<file path="config.mk">
export PLATFORM = sky130hd
export DESIGN_NAME = serial_frame_deframer
export DESIGN_NICKNAME = d
export VERILOG_FILES = /design/src/hw/rtl/sfd_pkg.sv /design/src/hw/rtl/serial_frame_deframer.sv /design/src/hw/rtl/sfd_front.sv /design/src/hw/rtl/sfd_queue.sv /design/src/hw/rtl/sfd_back.sv
export SDC_FILE = /design/constraint.sdc
export NUM_CORES = 1
export LEC_CHECK = 0
export BUFFER_PORTS_ARGS = -buffer_cell sky130_fd_sc_hd__buf_4
export CORE_MARGIN = 4
export CORE_UTILIZATION = 50
export CTS_CLUSTER_DIAMETER = 100
export DETAILED_ROUTE_END_ITERATION = 8
export PLACE_DENSITY = 0.71
export SLEW_MARGIN = 0
export SYNTH_ARGS = -nofsm -noshare
export SYNTH_HDL_FRONTEND = slang
export SYNTH_HIERARCHICAL = 1
export SYNTH_SLANG_ARGS = --single-unit
</file>
<file path="constraint.sdc">
create_clock -name clk -period 3.1 [get_ports clk]
set_input_delay 0.155 -clock clk [delete_from_list [all_inputs] [get_ports clk]]
set_output_delay 0.155 -clock clk [all_outputs]
set_load 0.01 [all_outputs]
</file>
<file path="src/hw/rtl/sfd_pkg.sv">
`timescale 1ns / 1ps
// ----------------------------------------------------------------------------
// sfd_pkg: shared types and constants for the serial frame deframer
// Item and status types passed between the front, queue and back stages,
// plus the sync, escape and header constants of the frame format.
// ----------------------------------------------------------------------------
package sfd_pkg;

  // Frame format bytes
  localparam logic [7:0] SYNC_BYTE = 8'hFF;
  localparam logic [7:0] ESC_BYTE  = 8'h55;

  // Width of the decoded total length (16-bit length plus header)
  localparam int unsigned TOTAL_W = 17;

  // Header size and positions of the length bytes within a frame
  localparam logic [TOTAL_W-1:0] HDR_BYTES  = 17'd4;
  localparam logic [TOTAL_W-1:0] LEN_HI_IDX = 17'd2;
  localparam logic [TOTAL_W-1:0] LEN_LO_IDX = 17'd3;
  // Index reported with the second sync byte of a new frame
  localparam logic [TOTAL_W-1:0] SYNC_IDX   = 17'd1;
  // Count held right after a frame opens
  localparam logic [TOTAL_W-1:0] OPEN_COUNT = 17'd2;

  // Frame end status codes
  typedef enum logic [1:0] {
    ST_NONE     = 2'd0,
    ST_GOOD     = 2'd1,
    ST_BAD      = 2'd2,
    ST_OVERSIZE = 2'd3
  } sfd_status_t;

  // Classified input item
  typedef struct packed {
    logic [7:0] data;
    logic       is_sync;
    logic       is_esc;
  } sfd_item_t;

  // Queue fill status seen by the stages on either side
  typedef struct packed {
    logic full;
    logic empty;
  } sfd_qstat_t;

endpackage

</file>
<file path="src/hw/rtl/serial_frame_deframer.sv">
`timescale 1ns / 1ps
// ----------------------------------------------------------------------------
// serial_frame_deframer: sync/length/checksum frame decoder
// Finds frames opened by an FF FF pair, drops FF 55 escapes, streams every
// stored byte with its index and flags each frame end as good, bad, aborted
// or oversize.
// ----------------------------------------------------------------------------
//  Channel   Dir  Signals                    Payload
//  in_       in   tvalid/tready/tdata[7:0]   rx_byte
//  out_      out  tvalid/tready/tdata[31:0]  out_byte, out_index, frame_length
//                 tlast, tuser[2:0]          frame_end; out_valid, frame_status
//
//  One result per input byte, one byte per cycle sustained while out_tready is high.
//  After its byte is accepted, a result passes the input register, the queue
//  and the result register.
//  The frame stage updates its count, length and checksum together, which
//  sets the rate. Synchronous reset empties the queue and all frame state.
//  Output stalls back up through the two-entry queue to in_tready.
// ----------------------------------------------------------------------------
module serial_frame_deframer #(
  parameter int unsigned MAX_FRAME_BYTES = 256
) (
  input  logic        clk,
  input  logic        rst_n,
  input  logic        in_tvalid,
  output logic        in_tready,
  input  logic [7:0]  in_tdata,   // [7:0] rx_byte
  output logic        out_tvalid,
  input  logic        out_tready,
  output logic [31:0] out_tdata,  // [7:0] out_byte, [15:8] out_index,
                                  // [24:16] frame_length, [31:25] zero
  output logic        out_tlast,  // frame_end
  output logic [2:0]  out_tuser   // [0] out_valid, [2:1] frame_status
);

  sfd_pkg::sfd_qstat_t q_stat;
  sfd_pkg::sfd_item_t  push_item, pop_item;
  logic                push, pop;

  sfd_front u_front (
    .clk       (clk),
    .rst_n     (rst_n),
    .in_tvalid (in_tvalid),
    .in_tready (in_tready),
    .in_tdata  (in_tdata),
    .q_stat    (q_stat),
    .push      (push),
    .push_item (push_item)
  );

  sfd_queue u_queue (
    .clk       (clk),
    .rst_n     (rst_n),
    .push      (push),
    .push_item (push_item),
    .pop       (pop),
    .pop_item  (pop_item),
    .q_stat    (q_stat)
  );

  sfd_back #(
    .MAX_FRAME_BYTES (MAX_FRAME_BYTES)
  ) u_back (
    .clk        (clk),
    .rst_n      (rst_n),
    .pop_item   (pop_item),
    .q_stat     (q_stat),
    .pop        (pop),
    .out_tvalid (out_tvalid),
    .out_tready (out_tready),
    .out_tdata  (out_tdata),
    .out_tlast  (out_tlast),
    .out_tuser  (out_tuser)
  );

endmodule

</file>
<file path="src/hw/rtl/sfd_front.sv">
`timescale 1ns / 1ps
// ----------------------------------------------------------------------------
// sfd_front: input stage
// Accepts received bytes, tags sync and escape codes, and hands the tagged
// item to the queue.
// ----------------------------------------------------------------------------
module sfd_front (
  input  logic                 clk,
  input  logic                 rst_n,
  input  logic                 in_tvalid,
  output logic                 in_tready,
  input  logic [7:0]           in_tdata,   // [7:0] rx_byte
  input  sfd_pkg::sfd_qstat_t  q_stat,
  output logic                 push,
  output sfd_pkg::sfd_item_t   push_item
);

  logic                vld_r, vld_nxt;
  sfd_pkg::sfd_item_t  item_r;
  logic                take;

  // Hand off to the queue whenever it has room
  assign push      = vld_r && !q_stat.full;
  assign push_item = item_r;
  assign in_tready = !vld_r || !q_stat.full;
  assign take      = in_tvalid && in_tready;

  always_comb begin
    vld_nxt = vld_r;
    if (take) begin
      vld_nxt = 1'b1;
    end else if (push) begin
      vld_nxt = 1'b0;
    end
  end

  // Hold valid flag; classify and capture the byte
  always_ff @(posedge clk) begin
    if (!rst_n) begin
      vld_r <= 1'b0;
    end else begin
      vld_r <= vld_nxt;
    end
    if (take) begin
      item_r.data    <= in_tdata;
      item_r.is_sync <= (in_tdata == sfd_pkg::SYNC_BYTE);
      item_r.is_esc  <= (in_tdata == sfd_pkg::ESC_BYTE);
    end
  end

endmodule

</file>
<file path="src/hw/rtl/sfd_queue.sv">
`timescale 1ns / 1ps
// ----------------------------------------------------------------------------
// sfd_queue: two-entry item queue
// Decouples the input stage from the frame stage so each can stall alone.
// ----------------------------------------------------------------------------
module sfd_queue (
  input  logic                clk,
  input  logic                rst_n,
  input  logic                push,
  input  sfd_pkg::sfd_item_t  push_item,
  input  logic                pop,
  output sfd_pkg::sfd_item_t  pop_item,
  output sfd_pkg::sfd_qstat_t q_stat
);

  sfd_pkg::sfd_item_t  mem_r [2];
  logic                wr_ptr_r, wr_ptr_nxt;
  logic                rd_ptr_r, rd_ptr_nxt;
  logic [1:0]          cnt_r, cnt_nxt;

  assign q_stat.full  = (cnt_r == 2'd2);
  assign q_stat.empty = (cnt_r == 2'd0);
  assign pop_item     = mem_r[rd_ptr_r];

  always_comb begin
    wr_ptr_nxt = push ? ~wr_ptr_r : wr_ptr_r;
    rd_ptr_nxt = pop ? ~rd_ptr_r : rd_ptr_r;
    cnt_nxt    = cnt_r;
    if (push && !pop) begin
      cnt_nxt = cnt_r + 2'd1;
    end else if (pop && !push) begin
      cnt_nxt = cnt_r - 2'd1;
    end
  end

  // Advance pointers and fill count
  always_ff @(posedge clk) begin
    if (!rst_n) begin
      wr_ptr_r <= 1'b0;
      rd_ptr_r <= 1'b0;
      cnt_r    <= 2'd0;
    end else begin
      wr_ptr_r <= wr_ptr_nxt;
      rd_ptr_r <= rd_ptr_nxt;
      cnt_r    <= cnt_nxt;
    end
  end

  // Write storage
  always_ff @(posedge clk) begin
    if (push) begin
      mem_r[wr_ptr_r] <= push_item;
    end
  end

endmodule

</file>
<file path="src/hw/rtl/sfd_back.sv">
`timescale 1ns / 1ps
// ----------------------------------------------------------------------------
// sfd_back: frame tracking stage
// Runs the frame state for each queued item (sync pairs, escapes, length,
// checksum, oversize) and drives the registered result channel.
// ----------------------------------------------------------------------------
module sfd_back #(
  parameter int unsigned MAX_FRAME_BYTES = 256
) (
  input  logic                clk,
  input  logic                rst_n,
  input  sfd_pkg::sfd_item_t  pop_item,
  input  sfd_pkg::sfd_qstat_t q_stat,
  output logic                pop,
  output logic                out_tvalid,
  input  logic                out_tready,
  output logic [31:0]         out_tdata,  // [7:0] out_byte, [15:8] out_index,
                                          // [24:16] frame_length, [31:25] zero
  output logic                out_tlast,  // frame_end
  output logic [2:0]          out_tuser   // [0] out_valid, [2:1] frame_status
);

  localparam int unsigned CW = $clog2(MAX_FRAME_BYTES + 1);
  localparam int unsigned TW = sfd_pkg::TOTAL_W;
  localparam logic [TW-1:0] MAX_TOTAL = TW'(MAX_FRAME_BYTES);

  // Frame state
  logic               in_frame_r, in_frame_nxt;
  logic               prev_ff_r, prev_ff_nxt;
  logic [CW-1:0]      count_r, count_nxt;
  logic [7:0]         len_hi_r, len_hi_nxt;
  logic [TW-1:0]      exp_total_r, exp_total_nxt;
  logic [7:0]         sum_r, sum_nxt;

  // Result register
  logic               ovld_r;
  logic               o_flag_r, o_flag_nxt;
  logic [7:0]         o_byte_r, o_byte_nxt;
  logic [7:0]         o_index_r, o_index_nxt;
  logic               o_end_r, o_end_nxt;
  sfd_pkg::sfd_status_t o_stat_r, o_stat_nxt;
  logic [8:0]         o_len_r, o_len_nxt;

  // Working values
  logic               pair, esc;
  logic [TW-1:0]      cnt_ext, cnt_inc_ext, exp_now;
  logic [CW-1:0]      cnt_inc;
  logic [7:0]         b;

  assign pop = !q_stat.empty && (!ovld_r || out_tready);
  assign b   = pop_item.data;

  assign pair        = prev_ff_r && pop_item.is_sync;
  assign esc         = prev_ff_r && pop_item.is_esc;
  assign cnt_inc     = count_r + CW'(1);
  assign cnt_ext     = TW'(count_r);
  assign cnt_inc_ext = TW'(cnt_inc);
  assign exp_now     = (cnt_ext == sfd_pkg::LEN_LO_IDX) ?
                       ({len_hi_r, b} + sfd_pkg::HDR_BYTES) : exp_total_r;

  // Decide the frame step for the item at the head of the queue
  always_comb begin
    in_frame_nxt  = in_frame_r;
    prev_ff_nxt   = pop_item.is_sync;
    count_nxt     = count_r;
    len_hi_nxt    = len_hi_r;
    exp_total_nxt = exp_total_r;
    sum_nxt       = sum_r;
    o_flag_nxt    = 1'b0;
    o_byte_nxt    = 8'd0;
    o_index_nxt   = 8'd0;
    o_end_nxt     = 1'b0;
    o_stat_nxt    = sfd_pkg::ST_NONE;
    o_len_nxt     = 9'd0;

    if (pair) begin
      // Open a frame, or restart once past the header
      if (!in_frame_r || (cnt_ext > sfd_pkg::HDR_BYTES)) begin
        if (in_frame_r) begin
          o_end_nxt = 1'b1;
          o_len_nxt = cnt_ext[8:0];
        end
        in_frame_nxt  = 1'b1;
        count_nxt     = CW'(sfd_pkg::OPEN_COUNT);
        len_hi_nxt    = 8'd0;
        exp_total_nxt = '0;
        sum_nxt       = 8'd0;
        o_flag_nxt    = 1'b1;
        o_byte_nxt    = sfd_pkg::SYNC_BYTE;
        o_index_nxt   = sfd_pkg::SYNC_IDX[7:0];
      end
    end else if (esc) begin
      // Drop the escape byte
    end else if (in_frame_r) begin
      if (cnt_ext >= MAX_TOTAL) begin
        // Buffer full: abort as oversize
        o_end_nxt    = 1'b1;
        o_stat_nxt   = sfd_pkg::ST_OVERSIZE;
        o_len_nxt    = cnt_ext[8:0];
        in_frame_nxt = 1'b0;
        count_nxt    = '0;
        prev_ff_nxt  = 1'b0;
      end else begin
        count_nxt   = cnt_inc;
        o_flag_nxt  = 1'b1;
        o_byte_nxt  = b;
        o_index_nxt = cnt_ext[7:0];
        if (cnt_ext == sfd_pkg::LEN_HI_IDX) begin
          len_hi_nxt = b;
        end
        if (cnt_ext == sfd_pkg::LEN_LO_IDX) begin
          exp_total_nxt = exp_now;
        end
        if ((cnt_inc_ext > sfd_pkg::HDR_BYTES) && (cnt_inc_ext == exp_now)) begin
          // Last byte: compare checksum
          o_end_nxt    = 1'b1;
          o_stat_nxt   = (sum_r == b) ? sfd_pkg::ST_GOOD : sfd_pkg::ST_BAD;
          o_len_nxt    = cnt_inc_ext[8:0];
          in_frame_nxt = 1'b0;
          count_nxt    = '0;
          prev_ff_nxt  = 1'b0;
        end else begin
          if (cnt_ext >= sfd_pkg::LEN_HI_IDX) begin
            sum_nxt = sum_r + b;
          end
          if ((cnt_ext == sfd_pkg::LEN_LO_IDX) && (exp_now > MAX_TOTAL)) begin
            // Declared length does not fit
            o_end_nxt    = 1'b1;
            o_stat_nxt   = sfd_pkg::ST_OVERSIZE;
            o_len_nxt    = cnt_inc_ext[8:0];
            in_frame_nxt = 1'b0;
            count_nxt    = '0;
            prev_ff_nxt  = 1'b0;
          end
        end
      end
    end
  end

  // Hold frame state and result valid
  always_ff @(posedge clk) begin
    if (!rst_n) begin
      in_frame_r  <= 1'b0;
      prev_ff_r   <= 1'b0;
      count_r     <= '0;
      len_hi_r    <= 8'd0;
      exp_total_r <= '0;
      sum_r       <= 8'd0;
      ovld_r      <= 1'b0;
    end else begin
      if (pop) begin
        in_frame_r  <= in_frame_nxt;
        prev_ff_r   <= prev_ff_nxt;
        count_r     <= count_nxt;
        len_hi_r    <= len_hi_nxt;
        exp_total_r <= exp_total_nxt;
        sum_r       <= sum_nxt;
        ovld_r      <= 1'b1;
      end else if (out_tready) begin
        ovld_r      <= 1'b0;
      end
    end
  end

  // Capture result payload
  always_ff @(posedge clk) begin
    if (pop) begin
      o_flag_r  <= o_flag_nxt;
      o_byte_r  <= o_byte_nxt;
      o_index_r <= o_index_nxt;
      o_end_r   <= o_end_nxt;
      o_stat_r  <= o_stat_nxt;
      o_len_r   <= o_len_nxt;
    end
  end

  assign out_tvalid = ovld_r;
  assign out_tdata  = {7'd0, o_len_r, o_index_r, o_byte_r};
  assign out_tlast  = o_end_r;
  assign out_tuser  = {o_stat_r, o_flag_r};

endmodule

</file>
==> qor.yml <==
status: "completed"
hold_viol_final: 0
critical_path.most_common_cell: "buf_6"
worst_path_max_delay_cell: "or4_4"
die_h_microns: 114
hold_end: "u_front/vld_r$_SDFFE_PN0P_"
clock_power_share: 0.283
globalRouteTotalUtil: 0.223
timing.critical_path.buf_inv: 3
final.setup_skew_ns: 0.00822
grt_start_max_net_pins: 37
slew_violations: 0
rows: 38
drt_pass1_iterations: 5
static-leakage-power_nw: 2.64
power.internal_w: 0.00302
critPathMaxStageDelay_ns: 0.51
finalWeightedCongestion: 0.955
setup_tns_ns: 0
grt_first_pass_wirelength_microns: 22700
synth_area_per_cell_sq_um: 10.1
finish.net_count: 670
tightest_slew_ns: 0.917
post-layout-total-power_w: 0.00441
tritoncts: "done"
tritoncts_buffer_count: 9
wire_length_per_cell_microns: 18.0
core_area_sq_um: 10900
seq_power_share: 0.430
power_frac_comb: 0.287
min_period_over_period: 0.972
clock_transition_time_at_the_flip_flop_clock_pins_of_the_worst_setup_and_hold_paths_ns: 0.07
cts_root_buffer: "clkbuf_16"
insertion_delay_ns: 0.37
yosysSeqAreaShare: 0.496
clock_tree.htree_level_count: 3
worstHoldStart: "in_tvalid"
die-area_sq_um: 13000
antenna_left: 0
insertedDiodeCount: 0
grt_antenna_before_repair: 0
dr_total_vias: 4553
area.growth.synth_to_final_pct: 24.4
design.portCount: 50
fmax_ghz: 0.332
netSwitchingPower_w: 0.00139
timing.hold.worst.class: "input port to flop"
routed_wl_microns: 14200
pwr_density_cell_nw_per_um2: 628
setup_viol_count_final: 0
number_of_synthesized_flops_with_an_enable_pin: 59
reg2regPathDepth: 12
initial_utilization: 0.515
rrSetupSlack_ns: 0.09
dr.first_iter.drc_count: 329
synth_top_flop_cell: "edfxtp_1"
worst_ir_drop_vdd_v: 0.000553
dp_hpwl_microns: 10100
min_path_cells: 3
end_kind: "flop"
timing.slew.headroom: 0.387
n_fill_cell: 881
first_global_vias: 4420
gr-total-overflow: 0
drc: 0
drive_gt1_frac: 0.260
crit_required_ns: 3.40
yosysWarnings: 6
max_cap_violations: 0
netlist_area_sq_um: 5640
start_kind: "flop"
synth_cell_types: 66
netSwitchingFraction: 0.315
crit_path_cell_trace: "buf_6 > mux2_2 > nand4_1 > buf_6 > or4_4 > o311ai_2 > o211ai_1 > o31ai_2 > nand4_1 > buf_6 > or3_1 > a21oi_1"
fp.dieW_microns: 114
numPortBuffers: 42
cpLargestDelayFamily: "simple AND/OR/NAND/NOR gates"
clockBufferDepth: 2
drt-vias-per-instance: 5.76
gate_count_of_the_mapped_netlist: 556
path_class: "flop to flop"
timing.rr.end: "u_back/count_r[4]$_SDFFE_PN0P_"
ys_ff_latch: 110
worst_ep_arrival_time_ns: 3.31
clkSinkCount: 110
async_reset_ff_frac: 0
worstPathMaxFanout: 8
final.min_clock_period_ns: 3.01
## routing by layer
| layer | global-route usage | routed length, microns |
|---|---|---|
| met1 | 0.263 | 5630 |
| met2 | 0.400 | 7590 |
| met3 | 0.0449 | 712 |
| met4 | 0.0855 | 306 |
| met5 | 0 | 0 |
## stage by stage
stage	util	hold slack (ns)	instances	instance area, sq um	setup WS (ns)
2_1_floorplan	-	0.254	562	5670	0.0167
3_3_place_gp	0.586	0.342	763	6410	-0.0304
3_5_place_dp	0.586	0.347	763	6410	-0.130
4_1_cts	0.627	0.0369	787	6860	-0.00409
5_1_grt	0.641	0.0593	790	7010	-0.0133
6_report	0.641	0.0448	790	7010	0.0871
## cells in the mapped netlist (10+ instances only)
| library cell | number | area (sq um) |
|---|---|---|
| ha_1 | 12 | 150 |
| and2_1 | 16 | 100 |
| xnor2_1 | 21 | 184 |
| nor2b_1 | 10 | 62.6 |
| nor3_1 | 14 | 70.1 |
| a21oi_1 | 34 | 170 |
| clkbuf_1 | 22 | 82.6 |
| nand3_1 | 25 | 125 |
| nor2_1 | 37 | 139 |
| dfxtp_1 | 51 | 1020 |
| edfxtp_1 | 59 | 1770 |
| a21o_1 | 13 | 97.6 |
| or3_1 | 13 | 81.3 |
| inv_1 | 13 | 48.8 |
| xor2_1 | 10 | 87.6 |
| o21ai_0 | 19 | 95.1 |
| nand2_1 | 46 | 173 |
| a22oi_1 | 11 | 82.6 |
| mux2_2 | 10 | 113 |
## power by group through the flow
stage                     Combinational [W]  Sequential [W]  Clock (W)
after global placement              0.00117         0.00191          0
after floorplan                    0.000607         0.00197          0
final                               0.00126         0.00189    0.00125
after CTS                           0.00124         0.00189    0.00127
after global routing                0.00136         0.00192    0.00132
after detailed placement            0.00121         0.00192          0
## flip-flops by register name, summed over array words and instances, names as in the netlist, 2 cells and up, named ones only
signal and flops:
u_queue/mem_r 20, u_back/len_hi_r 8, u_front/push_item 10, u_back/count_r 9, u_back/o_stat_r 2, u_back/o_byte_r 8, u_back/sum_r 8, u_back/o_len_r 9
u_back/o_index_r 8, u_back/exp_total_r 17, u_queue/cnt_r 2
## placed cells by master, fill, tap and decap left out, types with 4 or more instances in the layout
master and count:
a21o_1 13, a21oi_1 31, a22o_1 7, a22oi_1 11
a31oi_1 6, and2_1 16, buf_4 97, buf_6 5
clkbuf_16 9, conb_1 7, dfxtp_1 49, dlygate4sd3_1 8
edfxtp_1 59, ha_1 10, inv_1 13, mux2_2 8
mux2i_1 4, nand2_1 45, nand2b_1 4, nand3_1 25
nand4_1 8, nor2_1 36, nor2b_1 9, nor3_1 12
o2111ai_1 4, o211ai_1 4, o21a_1 4, o21ai_0 18
o21ai_1 6, or3_1 12, xnor2_1 18, xor2_1 10
## worst register-to-register path, cell delays in order (launching register included)
cell	delay, ns
dfxtp_4	0.36
buf_6	0.14
mux2_2	0.23
nand4_1	0.12
buf_6	0.16
or4_4	0.51
o311ai_2	0.09
o211ai_1	0.21
o31ai_2	0.31
nand4_1	0.15
buf_6	0.18
or3_1	0.36
a21oi_1	0.14
## kinds of logic (layout without fill, tap and decap cells)
kind of cell    count (synthesis)  in the layout  share of synthesized area
compound gates                132            132                      0.160
xor+xnor                       31             31                     0.0482
fa+ha+maj                      14             14                     0.0320
buf+inv                        54            142                     0.0466
flops                         110            110                      0.496
mux                            14             14                     0.0271
other cells                     1              7                   0.000665
simple gates                  200            200                      0.190
## how the worst max path moves through the flow
| stage | startpoint | to | slack, ns | depth (start not counted) |
|---|---|---|---|---|
| floorplan | u_back/count_r[1]$_SDFFE_PN0P_ | u_back/o_stat_r[0]$_SDFFCE_PP0P_ | 0.02 | 12 |
| global placement | flop | u_back/out_tlast$_DFFE_PP_ | -0.03 | 10 |
| detailed placement | flop | u_back/o_len_r[2]$_DFFE_PP_ | -0.13 | 10 |
| CTS | flop | u_back/prev_ff_r$_SDFFE_PN0P_ | -0.004 | 10 |
| global route | flop | u_back/sum_r[5]$_SDFFE_PN0P_ | -0.01 | 16 |
| finish | flop | u_back/count_r[4]$_SDFFE_PN0P_ | 0.09 | 12 |
## timing repair
action / CTS / global route
pin swaps: 2 / 9
gates resized for setup: 11 / 28
hold buffers: 8 / 0
gates cloned: 0 / 0
buffers inserted: 0 / 3
hold endpoints to repair: 8 / 0
endpoints found under the setup margin: 19 / 27
## area by class of cell
type	count	area (sq um)	area share
Timing Repair Buffer	111	885	0.126
Tap cell	140	175	0.0250
Clock buffer	9	225	0.0321
Sequential cell	110	2800	0.399
Clock inverter	7	97.6	0.0139
Inverter	15	56.3	0.00803
Multi-Input combinational cell	398	2780	0.396
(Power assumes the default switching activity.)
